===== src/rtl/dhcd_pkg.sv =====
package dhcd_pkg;

  typedef struct packed {
    logic [7:0] rx_byte;
    logic       frame_start;
  } dhcd_in_t;

  typedef struct packed {
    logic [2:0]  status;
    logic [15:0] device_id;
    logic [15:0] power_tenths;
    logic [15:0] peak_power_tenths;
    logic [43:0] energy_ws;
  } dhcd_out_t;

  // Per-frame link state carried between the registers and the destuffer
  typedef struct packed {
    logic [1:0] phase;
    logic [2:0] ones_run;
    logic [7:0] asm_byte;
    logic [2:0] asm_bits;
  } dhcd_link_t;

  // One completed payload byte out of the destuffer
  typedef struct packed {
    logic       push;
    logic [7:0] data;
  } dhcd_push_t;

  localparam logic [17:0] SEED_BITS     = 18'h1D3AC;
  localparam logic [17:0] TAP_MASK      = 18'h31801;
  localparam logic [7:0]  FLAG_BYTE     = 8'h7E;
  localparam logic [15:0] CRC_INIT      = 16'hFFFF;
  localparam logic [15:0] CRC_RESIDUE   = 16'hF0B8;
  localparam logic [6:0]  FRAME_LEN_RST = 7'd60;
  localparam logic [6:0]  PCNT_MAX      = 7'h7F;

  localparam logic [1:0] PH_OPEN   = 2'd0;
  localparam logic [1:0] PH_DATA   = 2'd1;
  localparam logic [1:0] PH_CLOSED = 2'd2;
  localparam logic [1:0] PH_NOFLAG = 2'd3;

  localparam logic [2:0] ST_OK       = 3'd0;
  localparam logic [2:0] ST_SHORT    = 3'd1;
  localparam logic [2:0] ST_NO_OPEN  = 3'd2;
  localparam logic [2:0] ST_NO_CLOSE = 3'd3;
  localparam logic [2:0] ST_BAD_LEN  = 3'd4;
  localparam logic [2:0] ST_BAD_CRC  = 3'd5;

  localparam dhcd_link_t LINK_RST = '{phase: PH_OPEN, ones_run: 3'd0,
                                      asm_byte: 8'd0, asm_bits: 3'd0};

  // Payload bytes that the result fields draw from
  localparam int CAP_SLOTS = 14;

  function automatic logic [6:0] cap_index(input int slot);
    logic [6:0] idx;
    unique case (slot)
      0:       idx = 7'd0;
      1:       idx = 7'd1;
      2:       idx = 7'd2;
      3:       idx = 7'd12;
      4:       idx = 7'd13;
      5:       idx = 7'd14;
      6:       idx = 7'd15;
      7:       idx = 7'd16;
      8:       idx = 7'd17;
      9:       idx = 7'd18;
      10:      idx = 7'd19;
      11:      idx = 7'd33;
      12:      idx = 7'd34;
      default: idx = 7'd35;
    endcase
    return idx;
  endfunction

  // Reflected CRC-CCITT, one byte
  function automatic logic [15:0] crc_byte(input logic [15:0] crc, input logic [7:0] data);
    logic [7:0] d;
    d = data ^ crc[7:0];
    d = d ^ {d[3:0], 4'b0000};
    return {d, crc[15:8]} ^ {12'd0, d[7:4]} ^ {5'd0, d, 3'b000};
  endfunction

endpackage


===== src/rtl/descramble_hdlc_crc_deframer_core.sv =====
// Deframer for scrambled, bit-stuffed HDLC meter frames.
// Input channel (in_valid/in_stall/in_data): one raw radio byte per item,
// with frame_start marking the first byte of a frame. Bits are descrambled
// MSB first, inverted, checked for the opening flag, destuffed, packed LSB
// first into payload bytes and run through a reflected CRC-CCITT.
// Result channel (out_valid/out_stall/out_data): one item on the last raw
// byte of each frame, carrying status and the decoded meter fields (all
// fields zero unless status is ok).
// Configuration: cfg_wr_en/cfg_wr_data write frame_length (raw bytes per
// frame); write it only while no frame is in flight.
// Throughput: one byte per cycle unless a waiting result is stalled; the
// whole byte is handled by single-pass logic between the input register and
// the result register, which takes the result as its last byte moves on.
// Reset (synchronous, rst_n low): empty both registers, restart the frame
// state and load frame_length with 60.
// Stall: while out_stall holds a waiting result, the byte in the input
// register waits too and in_stall rises; nothing is lost or repeated.
module descramble_hdlc_crc_deframer_core #(
  parameter int PAYLOAD_LEN = 41,
  parameter int MAX_FRAME   = 64
) (
  input  logic                clk,
  input  logic                rst_n,
  input  logic                in_valid,
  output logic                in_stall,
  input  dhcd_pkg::dhcd_in_t  in_data,
  output logic                out_valid,
  input  logic                out_stall,
  output dhcd_pkg::dhcd_out_t out_data,
  input  logic                cfg_wr_en,
  input  logic [6:0]          cfg_wr_data
);
  import dhcd_pkg::*;

  localparam int CW = $clog2(MAX_FRAME + 1);
  localparam int LW = (CW > 7) ? CW : 7;
  localparam logic [6:0]    PL_C    = 7'(PAYLOAD_LEN);
  localparam logic [LW-1:0] MIN_LEN = LW'(PAYLOAD_LEN + 2);
  localparam logic [LW-1:0] MAXF    = LW'(MAX_FRAME);

  // Input register
  logic     in_valid_r;
  dhcd_in_t in_data_r;

  // Result register
  logic      out_valid_r;
  dhcd_out_t out_data_r;

  // Frame state
  logic [6:0]    frame_len_r;
  logic [17:0]   lfsr_r, lfsr_nxt;
  logic [CW-1:0] raw_cnt_r, raw_cnt_nxt;
  dhcd_link_t    link_r, link_nxt;
  logic [6:0]    pcnt_r, pcnt_nxt;
  logic [15:0]   crc_r, crc_nxt;
  logic [7:0]    cap_r   [CAP_SLOTS];
  logic [7:0]    cap_nxt [CAP_SLOTS];

  // Working values for the byte in the input register
  logic          adv;
  logic          start;
  logic [17:0]   lfsr_cur, lfsr_step;
  dhcd_link_t    link_cur, link_step;
  logic [CW-1:0] cnt_cur, cnt_step;
  logic [6:0]    pcnt_cur, pcnt_step;
  logic [15:0]   crc_cur, crc_step;
  logic [7:0]    clear_byte;
  dhcd_push_t    push;
  logic          store_en;
  logic [LW-1:0] len_eff;
  logic          emit;
  dhcd_out_t     res;
  logic [15:0]   w33s;

  // Move the input byte on whenever the result slot is free or being taken
  assign adv       = in_valid_r && (!out_valid_r || !out_stall);
  assign in_stall  = in_valid_r && !adv;
  assign out_valid = out_valid_r;
  assign out_data  = out_data_r;

  always_ff @(posedge clk) begin
    if (!rst_n) begin
      in_valid_r <= 1'b0;
    end else if (!in_stall) begin
      in_valid_r <= in_valid;
    end
  end

  always_ff @(posedge clk) begin
    if (in_valid && !in_stall) begin
      in_data_r <= in_data;
    end
  end

  always_ff @(posedge clk) begin
    if (!rst_n) begin
      frame_len_r <= FRAME_LEN_RST;
    end else if (cfg_wr_en) begin
      frame_len_r <= cfg_wr_data;
    end
  end

  // frame_start restarts everything before this byte is taken
  assign start    = in_data_r.frame_start;
  assign lfsr_cur = start ? SEED_BITS : lfsr_r;
  assign link_cur = start ? LINK_RST : link_r;
  assign cnt_cur  = start ? '0 : raw_cnt_r;
  assign pcnt_cur = start ? 7'd0 : pcnt_r;
  assign crc_cur  = start ? CRC_INIT : crc_r;

  dhcd_descrambler u_descr (
    .lfsr_in    (lfsr_cur),
    .raw_byte   (in_data_r.rx_byte),
    .lfsr_out   (lfsr_step),
    .clear_byte (clear_byte)
  );

  dhcd_deframer u_defr (
    .link_in    (link_cur),
    .clear_byte (clear_byte),
    .link_out   (link_step),
    .push_out   (push)
  );

  // Store and checksum only the first PAYLOAD_LEN bytes; keep counting past it
  assign store_en  = push.push && (pcnt_cur < PL_C);
  assign crc_step  = store_en ? crc_byte(crc_cur, push.data) : crc_cur;
  assign pcnt_step = (push.push && pcnt_cur != PCNT_MAX) ? pcnt_cur + 7'd1 : pcnt_cur;
  assign cnt_step  = cnt_cur + CW'(1);

  // Keep only the payload bytes the result fields need
  always_comb begin
    for (int k = 0; k < CAP_SLOTS; k++) begin
      cap_nxt[k] = (store_en && pcnt_cur == cap_index(k)) ? push.data : cap_r[k];
    end
  end

  // Clamp frame length to 1..MAX_FRAME
  always_comb begin
    len_eff = LW'(frame_len_r);
    if (len_eff == '0) len_eff = LW'(1);
    if (len_eff > MAXF) len_eff = MAXF;
  end

  assign emit = LW'(cnt_step) >= len_eff;

  // Slots: 0..2 bytes 0..2, 3..10 bytes 12..19, 11..13 bytes 33..35
  assign w33s = {cap_nxt[11][3:0], cap_nxt[12], cap_nxt[13][7:4]};

  always_comb begin
    res = '0;
    priority if (len_eff < MIN_LEN) begin
      res.status = ST_SHORT;
    end else if (link_step.phase == PH_NOFLAG) begin
      res.status = ST_NO_OPEN;
    end else if (link_step.phase != PH_CLOSED) begin
      res.status = ST_NO_CLOSE;
    end else if (pcnt_step != PL_C) begin
      res.status = ST_BAD_LEN;
    end else if (crc_step != CRC_RESIDUE) begin
      res.status = ST_BAD_CRC;
    end else begin
      res.status            = ST_OK;
      res.device_id         = {cap_nxt[0][3:0], cap_nxt[1], cap_nxt[2][7:4]};
      res.power_tenths      = {cap_nxt[6][3:0], cap_nxt[7], cap_nxt[8][7:4]};
      res.peak_power_tenths = {cap_nxt[8][3:0], cap_nxt[9], cap_nxt[10][7:4]};
      res.energy_ws         = {w33s, cap_nxt[3], cap_nxt[4], cap_nxt[5], cap_nxt[6][7:4]};
    end
  end

  // Return to the idle frame state after the last byte
  assign lfsr_nxt    = emit ? SEED_BITS : lfsr_step;
  assign link_nxt    = emit ? LINK_RST : link_step;
  assign raw_cnt_nxt = emit ? '0 : cnt_step;
  assign pcnt_nxt    = emit ? 7'd0 : pcnt_step;
  assign crc_nxt     = emit ? CRC_INIT : crc_step;

  always_ff @(posedge clk) begin
    if (!rst_n) begin
      lfsr_r    <= SEED_BITS;
      link_r    <= LINK_RST;
      raw_cnt_r <= '0;
      pcnt_r    <= 7'd0;
      crc_r     <= CRC_INIT;
    end else if (adv) begin
      lfsr_r    <= lfsr_nxt;
      link_r    <= link_nxt;
      raw_cnt_r <= raw_cnt_nxt;
      pcnt_r    <= pcnt_nxt;
      crc_r     <= crc_nxt;
    end
  end

  always_ff @(posedge clk) begin
    if (adv) begin
      for (int k = 0; k < CAP_SLOTS; k++) begin
        cap_r[k] <= cap_nxt[k];
      end
    end
  end

  // Load a result on the last byte; drop it once taken
  always_ff @(posedge clk) begin
    if (!rst_n) begin
      out_valid_r <= 1'b0;
    end else if (adv && emit) begin
      out_valid_r <= 1'b1;
    end else if (out_valid_r && !out_stall) begin
      out_valid_r <= 1'b0;
    end
  end

  always_ff @(posedge clk) begin
    if (adv && emit) begin
      out_data_r <= res;
    end
  end

  a_frame_restart: assert property (@(posedge clk) disable iff (!rst_n)
    (adv && emit) |=> (raw_cnt_r == '0 && link_r.phase == PH_OPEN && pcnt_r == 7'd0))
    else $error("frame state not restarted after last byte");

  a_closed_no_run: assert property (@(posedge clk) disable iff (!rst_n)
    (link_r.phase == PH_CLOSED) |-> (link_r.ones_run == 3'd0))
    else $error("ones run left over after closing flag");

  a_fail_zero: assert property (@(posedge clk) disable iff (!rst_n)
    (out_valid_r && out_data_r.status != ST_OK) |->
      (out_data_r.device_id == '0 && out_data_r.power_tenths == '0 &&
       out_data_r.peak_power_tenths == '0 && out_data_r.energy_ws == '0))
    else $error("failed frame carries nonzero fields");

endmodule


===== src/rtl/dhcd_descrambler.sv =====
module dhcd_descrambler (
  input  logic [17:0] lfsr_in,
  input  logic [7:0]  raw_byte,
  output logic [17:0] lfsr_out,
  output logic [7:0]  clear_byte
);
  import dhcd_pkg::*;

  logic [17:0] hist;
  logic [7:0]  ob;

  // Descramble MSB first, shift the received bit into the history
  always_comb begin
    hist = lfsr_in;
    ob   = '0;
    for (int i = 7; i >= 0; i--) begin
      ob[i] = raw_byte[i] ^ (^(hist & TAP_MASK));
      hist  = {hist[16:0], raw_byte[i]};
    end
    lfsr_out   = hist;
    clear_byte = ~ob;
  end

endmodule


===== src/rtl/dhcd_deframer.sv =====
module dhcd_deframer (
  input  dhcd_pkg::dhcd_link_t link_in,
  input  logic [7:0]           clear_byte,
  output dhcd_pkg::dhcd_link_t link_out,
  output dhcd_pkg::dhcd_push_t push_out
);
  import dhcd_pkg::*;

  logic [1:0] ph;
  logic [2:0] ones;
  logic [7:0] ab;
  logic [2:0] nb;
  logic       b;

  always_comb begin
    ph       = link_in.phase;
    ones     = link_in.ones_run;
    ab       = link_in.asm_byte;
    nb       = link_in.asm_bits;
    b        = 1'b0;
    push_out = '0;
    if (ph == PH_OPEN) begin
      ph = (clear_byte == FLAG_BYTE) ? PH_DATA : PH_NOFLAG;
    end else if (ph == PH_DATA) begin
      for (int i = 7; i >= 0; i--) begin
        if (ph == PH_DATA) begin
          b = clear_byte[i];
          if (ones >= 3'd5 && !b) begin
            // drop stuffed zero; six ones then zero closes the frame
            if (ones == 3'd6) ph = PH_CLOSED;
            ones = 3'd0;
          end else begin
            ones = b ? ((ones == 3'd7) ? 3'd7 : ones + 3'd1) : 3'd0;
            ab   = {b, ab[7:1]};
            if (nb == 3'd7) begin
              push_out.push = 1'b1;
              push_out.data = ab;
            end
            nb = nb + 3'd1;
          end
        end
      end
    end
    link_out.phase    = ph;
    link_out.ones_run = ones;
    link_out.asm_byte = ab;
    link_out.asm_bits = nb;
  end

endmodule


===== config.mk =====
export PLATFORM = sky130hd
export DESIGN_NAME = descramble_hdlc_crc_deframer_core
export DESIGN_NICKNAME = d
export VERILOG_FILES = /design/src/rtl/dhcd_pkg.sv /design/src/rtl/descramble_hdlc_crc_deframer_core.sv /design/src/rtl/dhcd_descrambler.sv /design/src/rtl/dhcd_deframer.sv
export SDC_FILE = /design/constraint.sdc
export NUM_CORES = 1
export LEC_CHECK = 0
export BUFFER_PORTS_ARGS = -buffer_cell sky130_fd_sc_hd__buf_2
export CAP_MARGIN = 10
export CORE_ASPECT_RATIO = 1.4
export CORE_MARGIN = 2
export CORE_UTILIZATION = 60
export CTS_BUF_LIST = sky130_fd_sc_hd__clkbuf_8
export CTS_CLUSTER_DIAMETER = 200
export DETAILED_ROUTE_END_ITERATION = 8
export HOLD_SLACK_MARGIN = 0.02
export PLACE_DENSITY = 0.84
export REMOVE_ABC_BUFFERS = 1
export SLEW_MARGIN = 20
export SYNTH_ARGS = -nofsm -noshare
export SYNTH_HDL_FRONTEND = slang
export SYNTH_HIERARCHICAL = 1
export SYNTH_SLANG_ARGS = --single-unit

===== constraint.sdc =====
create_clock -name clk -period 35.8 [get_ports clk]
set_input_delay 3.58 -clock clk [delete_from_list [all_inputs] [get_ports clk]]
set_output_delay 3.58 -clock clk [all_outputs]
set_load 0.005 [all_outputs]

==> results.yml, run 1 <==
sta:
  setup_violations: 0
  min_period_ns: 13.56
  skew_ns: 0.0189
  tns_ns: 0
  fmax_ghz: 0.0738
  hold_viol: 0
  setup_ws_ns: 22.24
  slew_viol_final: 0
  grt_setup_unrepaired: "false"
  maxSlewHeadroom_pct: 27.1
  tightest_slew_ns: 1.09
  post-route-period-util_pct: 37.9
grt:
  grt_max_degree: 79
  grt.overflow.total: 0
  grt_pass1_wl_um: 64200
  antenna_found_initial: 0
  first_global_vias: 12322
  grt_usage_pct: 28.0
clock_tree:
  ctsResizeCount: 0
  htree_num_levels: 2
  postCtsHoldBufs: 0
  clkLatencyLatePin_ns: 0.57
  cts_root_buf: "clkbuf_8"
  postCtsSetupBuffers: 0
  cts_buffer_depth: 3
  cts-buffers-inserted: 39
  cts.reportedPaths.clkPinSlew_ns: 0.07
  numClockSinks: 268
  cts_tree: "built"
place:
  dp_hpwl_um: 27400
  place_area_um2: 17100
  portBuffers: 117
  dp.cells: 1903
  place_congestion: 0.961
  place_ws_ns: 22.48
setup_path:
  worstPathMaxFanout: 75
  start_kind: "register"
  crit_family: "simple AND/OR/NAND/NOR gates"
  critPathArrivalTime_ns: 13.95
  critPathBufInv: 7
  cp.required_ns: 36.19
  path_class: "reg2reg"
  critPathCaptureType: "register"
  cpPeakStageDelay_ns: 0.82
  critPathMostFrequentCell: "ha_1"
  worst_path_max_delay_cell: "nor2b_1"
cells_and_area:
  finalNetCount: 1652
  area.growth.synth_to_final_pct: 8.18
  drive_gt1_share_pct: 26.2
  final_area_um2: 17800
  fin_cells: 1975
  antennaDiodeCount: 0
drt:
  route.vias.total: 12356
  drt_iter0_drc: 940
  antenna_left: 0
  drt-total-wl_um: 39600
  wl_per_cell_um: 20.0
  drc: 0
  drt_pass1_iterations: 5
  viasPerCell: 6.26
min_path:
  hold_class: "reg2reg"
floorplan:
  start_util_pct: 61.2
  core_um2: 26900
  die_w_um: 144
  num_rows: 71
  io_pins: 118
  die_area_um2: 28800
  dieHeight_um: 200
synthesis:
  avgSynthCellArea_um2: 10.9
  yosys_warnings: 6
  synth.cell_area_um2: 16500
  synthCells: 1512
pwr:
  powerDensity_nw_per_um2: 37.1
  p_leak_nw: 5.84
  irDropWorstVdd_v: 0.0000394
outcome:
  status: "complete, no violations"
flow_run:
  max-cap-violations: 0
==> state kept, by name, indices dropped and copies added, names as in the netlist <==
register,flops
lfsr_r,18
frame_len_r,7
in_data_r,8
start,1
cap_r,92
out_valid,1
crc_r,16
out_data,95
in_valid_r,1
raw_cnt_r,7
pcnt_r,7
link_r,15
==> worst register-to-register path, delay by kind of cell (launching register included) <==
family / cells / cell delay (ns)
compound gates: 14 / 3.58
fa+ha+maj: 9 / 2.36
buf+inv: 7 / 1.52
simple gates: 13 / 4.74
mux: 1 / 0.27
flops: 1 / 0.36
xor+xnor: 2 / 0.52
==> worst paths after layout <==
path / cells past startpoint / from / end / slack, ns
hold reg to reg: 2 / link_r[14]$_SDFFE_PN0P_ / link_r[14]$_SDFFE_PN0P_ / 0.47
setup / recovery: 46 / start$_DFFE_PP_ / out_data[15]$_SDFFCE_PP0P_ / 22.24
setup reg to reg: 46 / start$_DFFE_PP_ / out_data[15]$_SDFFCE_PP0P_ / 22.24
hold / removal: 2 / link_r[14]$_SDFFE_PN0P_ / link_r[14]$_SDFFE_PN0P_ / 0.47
==> routing by layer <==
| metal | share of wire (%) | up-vias | global-route usage, % |
|---|---|---|---|
| met4 | 3.4 | 0 | 12.0 |
| met1 | 39 | 6018 | 33.8 |
| li1 | - | 5743 | - |
| met3 | 5.6 | 94 | 4.03 |
| met5 | 0 | - | 0 |
| met2 | 52 | 501 | 49.7 |
==> report_power, final <==
part | switching [mW] | internal (mW) | total [mW]
logic | 0.0602 | 0.0330 | 0.0932
clock network | 0.119 | 0.112 | 0.231
registers | 0.00247 | 0.334 | 0.337
total | 0.181 | 0.480 | 0.661
==> layout make-up <==
type                            instances  area (µm²)
Clock buffer                           40         551
Clock inverter                         32         168
Fill cell                            1987        9100
Inverter                               44         169
Multi-Input combinational cell       1086        8380
Sequential cell                       268        7330
Tap cell                              365         457
Timing Repair Buffer                  140         758
==> cells in the final DEF (no fill, tap or decap), types with 42 or more instances in the layout <==
| cell | instances |
|---|---|
| a21oi_1 | 54 |
| buf_2 | 117 |
| dfxtp_1 | 72 |
| edfxtp_1 | 196 |
| ha_1 | 52 |
| inv_1 | 51 |
| mux2_2 | 109 |
| nand2_1 | 159 |
| nand3_1 | 42 |
| nor2_1 | 69 |
| nor3b_2 | 70 |
| o21ai_0 | 59 |
==> per-stage QoR <==
stage                     util, %  power, mW  hold WS [ns]
final                        66.2      0.661         0.465
after global routing         66.2      0.686         0.480
after CTS                    66.2      0.662         0.460
after detailed placement     63.5      0.435         0.447
after global placement       63.5      0.432         0.435
after floorplan                 -      0.410         0.417
No activity file was read; power rests on OpenSTA's default activity.
==> run 2, diff against run 1 <==
--- a/config.mk
+++ b/config.mk
@@ -5,6 +5,7 @@
 export SDC_FILE = /design/constraint.sdc
 export NUM_CORES = 1
 export LEC_CHECK = 0
+export ABC_AREA = 1
 export BUFFER_PORTS_ARGS = -buffer_cell sky130_fd_sc_hd__buf_2
 export CAP_MARGIN = 10
 export CORE_ASPECT_RATIO = 1.4
==> constraint.sdc (replaced) <==
create_clock -name clk -period 12.8 [get_ports clk]
set_input_delay 1.28 -clock clk [delete_from_list [all_inputs] [get_ports clk]]
set_output_delay 1.28 -clock clk [all_outputs]
set_load 0.005 [all_outputs]
==> run 2 against run 1 <==
  * Die area increased by 2.2%
  * Cell count is 39% higher
  * Clock-buffer cell count stayed put
  * Non-clock buffer count is 10 lower
  * First-iteration DRC count is 14% higher
  * Worst setup slack worse by 20 ns
  * Power grew to 2.8 times the previous value
  * Flip-flop and latch count did not move
  * Critical path type unchanged
  * Critical endpoint is now out_data[59]$_SDFFCE_PP0P_
  * Largest power group unchanged
  * Highest routed layer unchanged
==> results.yml, run 2 <==
floorplan:
  num_rows: 72
  dieHeight_um: 202
  die_area_um2: 29400
  die_w_um: 146
  io_pins: 118
  core_um2: 27700
  start_util_pct: 60.9
pwr:
  seq_power_share_pct: 51.8
  irDropWorstVdd_v: 0.0000781
  switchingPower_mw: 0.517
  internal-power_mw: 1.34
  p_leak_nw: 9.01
  clkPwrFrac_pct: 34.4
  p_sw_share_pct: 27.8
  p_comb_share_pct: 13.8
  powerDensity_nw_per_um2: 102
synthesis:
  synthCells: 2265
  synth.cell_area_um2: 16800
  avgSynthCellArea_um2: 7.43
  yosys_warnings: 6
flow_run:
  max-cap-violations: 0
drt:
  wl_per_cell_um: 14.6
  viasPerCell: 5.38
  drc: 0
  route.vias.total: 14738
  drt_pass1_iterations: 8
  met3WireLength_um: 2040
  met1_length_um: 15900
  drt_iter0_drc: 1071
  wl_met2_um: 20500
  top_layer_used: "met4"
  antenna_left: 0
  drt-total-wl_um: 40100
sta:
  slew_viol_final: 0
  hold_viol: 0
  setup_violations: 0
  fmax_ghz: 0.0916
  maxSlewHeadroom_pct: 31.0
  tightest_slew_ns: 1.03
  min_period_ns: 10.92
  tns_ns: 0
  grt_setup_unrepaired: "false"
  post-route-period-util_pct: 85.3
  skew_ns: 0.0293
  setup_ws_ns: 1.88
clock_tree:
  ctsResizeCount: 0
  htree_num_levels: 2
  cts.reportedPaths.clkPinSlew_ns: 0.06
  postCtsHoldBufs: 0
  cts_root_buf: "clkbuf_8"
  cts-buffers-inserted: 40
  postCtsSetupBuffers: 0
  numClockSinks: 268
  cts_tree: "built"
  cts_buffer_depth: 3
  clkLatencyLatePin_ns: 0.57
min_path:
  hold_class: "reg2reg"
grt:
  grt_max_degree: 70
  grt.overflow.total: 0
  antenna_found_initial: 0
  first_global_vias: 13912
  grt_pass1_wl_um: 65200
  grt_usage_pct: 26.8
setup_path:
  start_kind: "register"
  r2r_setup_slack_ns: 1.88
  cpPeakStageDelay_ns: 0.75
  worst_path_max_delay_cell: "nand4_4"
  path_class: "reg2reg"
  critPathMostFrequentCell: "nand2_1"
  cp.required_ns: 13.21
  critPathArrivalTime_ns: 11.33
  worstPathMaxFanout: 58
  critPathCaptureType: "register"
cells_and_area:
  mostFrequentLayoutCells: "nand2_1 (685), inv_1 (351), edfxtp_1 (196)"
  finalNetCount: 2415
  largest_reg_flops: 95
  drive_gt1_share_pct: 13.9
  layout_commonest_cell: "nand2_1"
  antennaDiodeCount: 0
  area.growth.synth_to_final_pct: 7.71
  final_util_pct: 65.6
outcome:
  status: "complete, no violations"
place:
  portBuffers: 117
  dp_hpwl_um: 28800
  place_congestion: 0.955
  place_ws_ns: 2.05
==> run 2: cell types whose count changed in the layout (fill, tap and decap cells not counted), moves of 37 or more <==
cell / change
nand2_1: +526
inv_1: +300
nor2_1: +111
mux2_2: -109
o21ai_0: +104
nand3_1: +81
nor3b_2: -70
nor2_2: +39
nor2b_1: -39
a21oi_1: +37
==> run 2: final timing paths <==
path / start / to / cells after the start
setup / recovery: start$_DFFE_PP_ / out_data[59]$_SDFFCE_PP0P_ / 64
hold / removal: link_r[11]$_SDFFE_PN0P_ / link_r[11]$_SDFFE_PN0P_ / 2
setup reg to reg: start$_DFFE_PP_ / out_data[59]$_SDFFCE_PP0P_ / 64
hold reg to reg: link_r[11]$_SDFFE_PN0P_ / link_r[11]$_SDFFE_PN0P_ / 2
==> run 2: layout make-up <==
| type | count | area, µm² |
|---|---|---|
| Timing Repair Buffer | 130 | 683 |
| Fill cell | 2384 | 9520 |
| Inverter | 371 | 1400 |
| Clock inverter | 28 | 154 |
| Sequential cell | 268 | 7330 |
| Clock buffer | 40 | 551 |
| Multi-Input combinational cell | 1531 | 7560 |
| Tap cell | 370 | 463 |
==> run 2: power by group through the flow <==
stage	clock network (mW)	registers, mW	logic, mW
floorplan	0	0.980	0.188
global placement	0	0.979	0.243
CTS	0.647	0.962	0.253
detailed placement	0	0.980	0.251
finish	0.639	0.962	0.257
global route	0.681	0.964	0.289
==> run 2: worst max-delay path: cells and delay by family (launching register included) <==
family / cells / cell delay (ns)
fa+ha+maj: 8 / 1.79
simple gates: 42 / 5.45
flops: 1 / 0.59
compound gates: 4 / 1.22
buf+inv: 10 / 1.67
==> run 2: per-stage QoR <==
step / total power, mW / std cells / hold WS (ns) / area (µm²)
after floorplan: 1.17 / 2170 / 0.445 / 16300
after CTS: 1.86 / 2738 / 0.468 / 18100
after global routing: 1.93 / 2738 / 0.482 / 18100
final: 1.86 / 2738 / 0.466 / 18100
after global placement: 1.22 / 2670 / 0.452 / 17400
after detailed placement: 1.23 / 2670 / 0.458 / 17400
==> run 2: layer usage <==
| layer | up-vias | GRT usage, % |
|---|---|---|
| li1 | 7356 | - |
| met1 | 6764 | 31.2 |
| met2 | 502 | 49.5 |
| met3 | 116 | 2.91 |
| met4 | 0 | 11.8 |
| met5 | - | 0 |
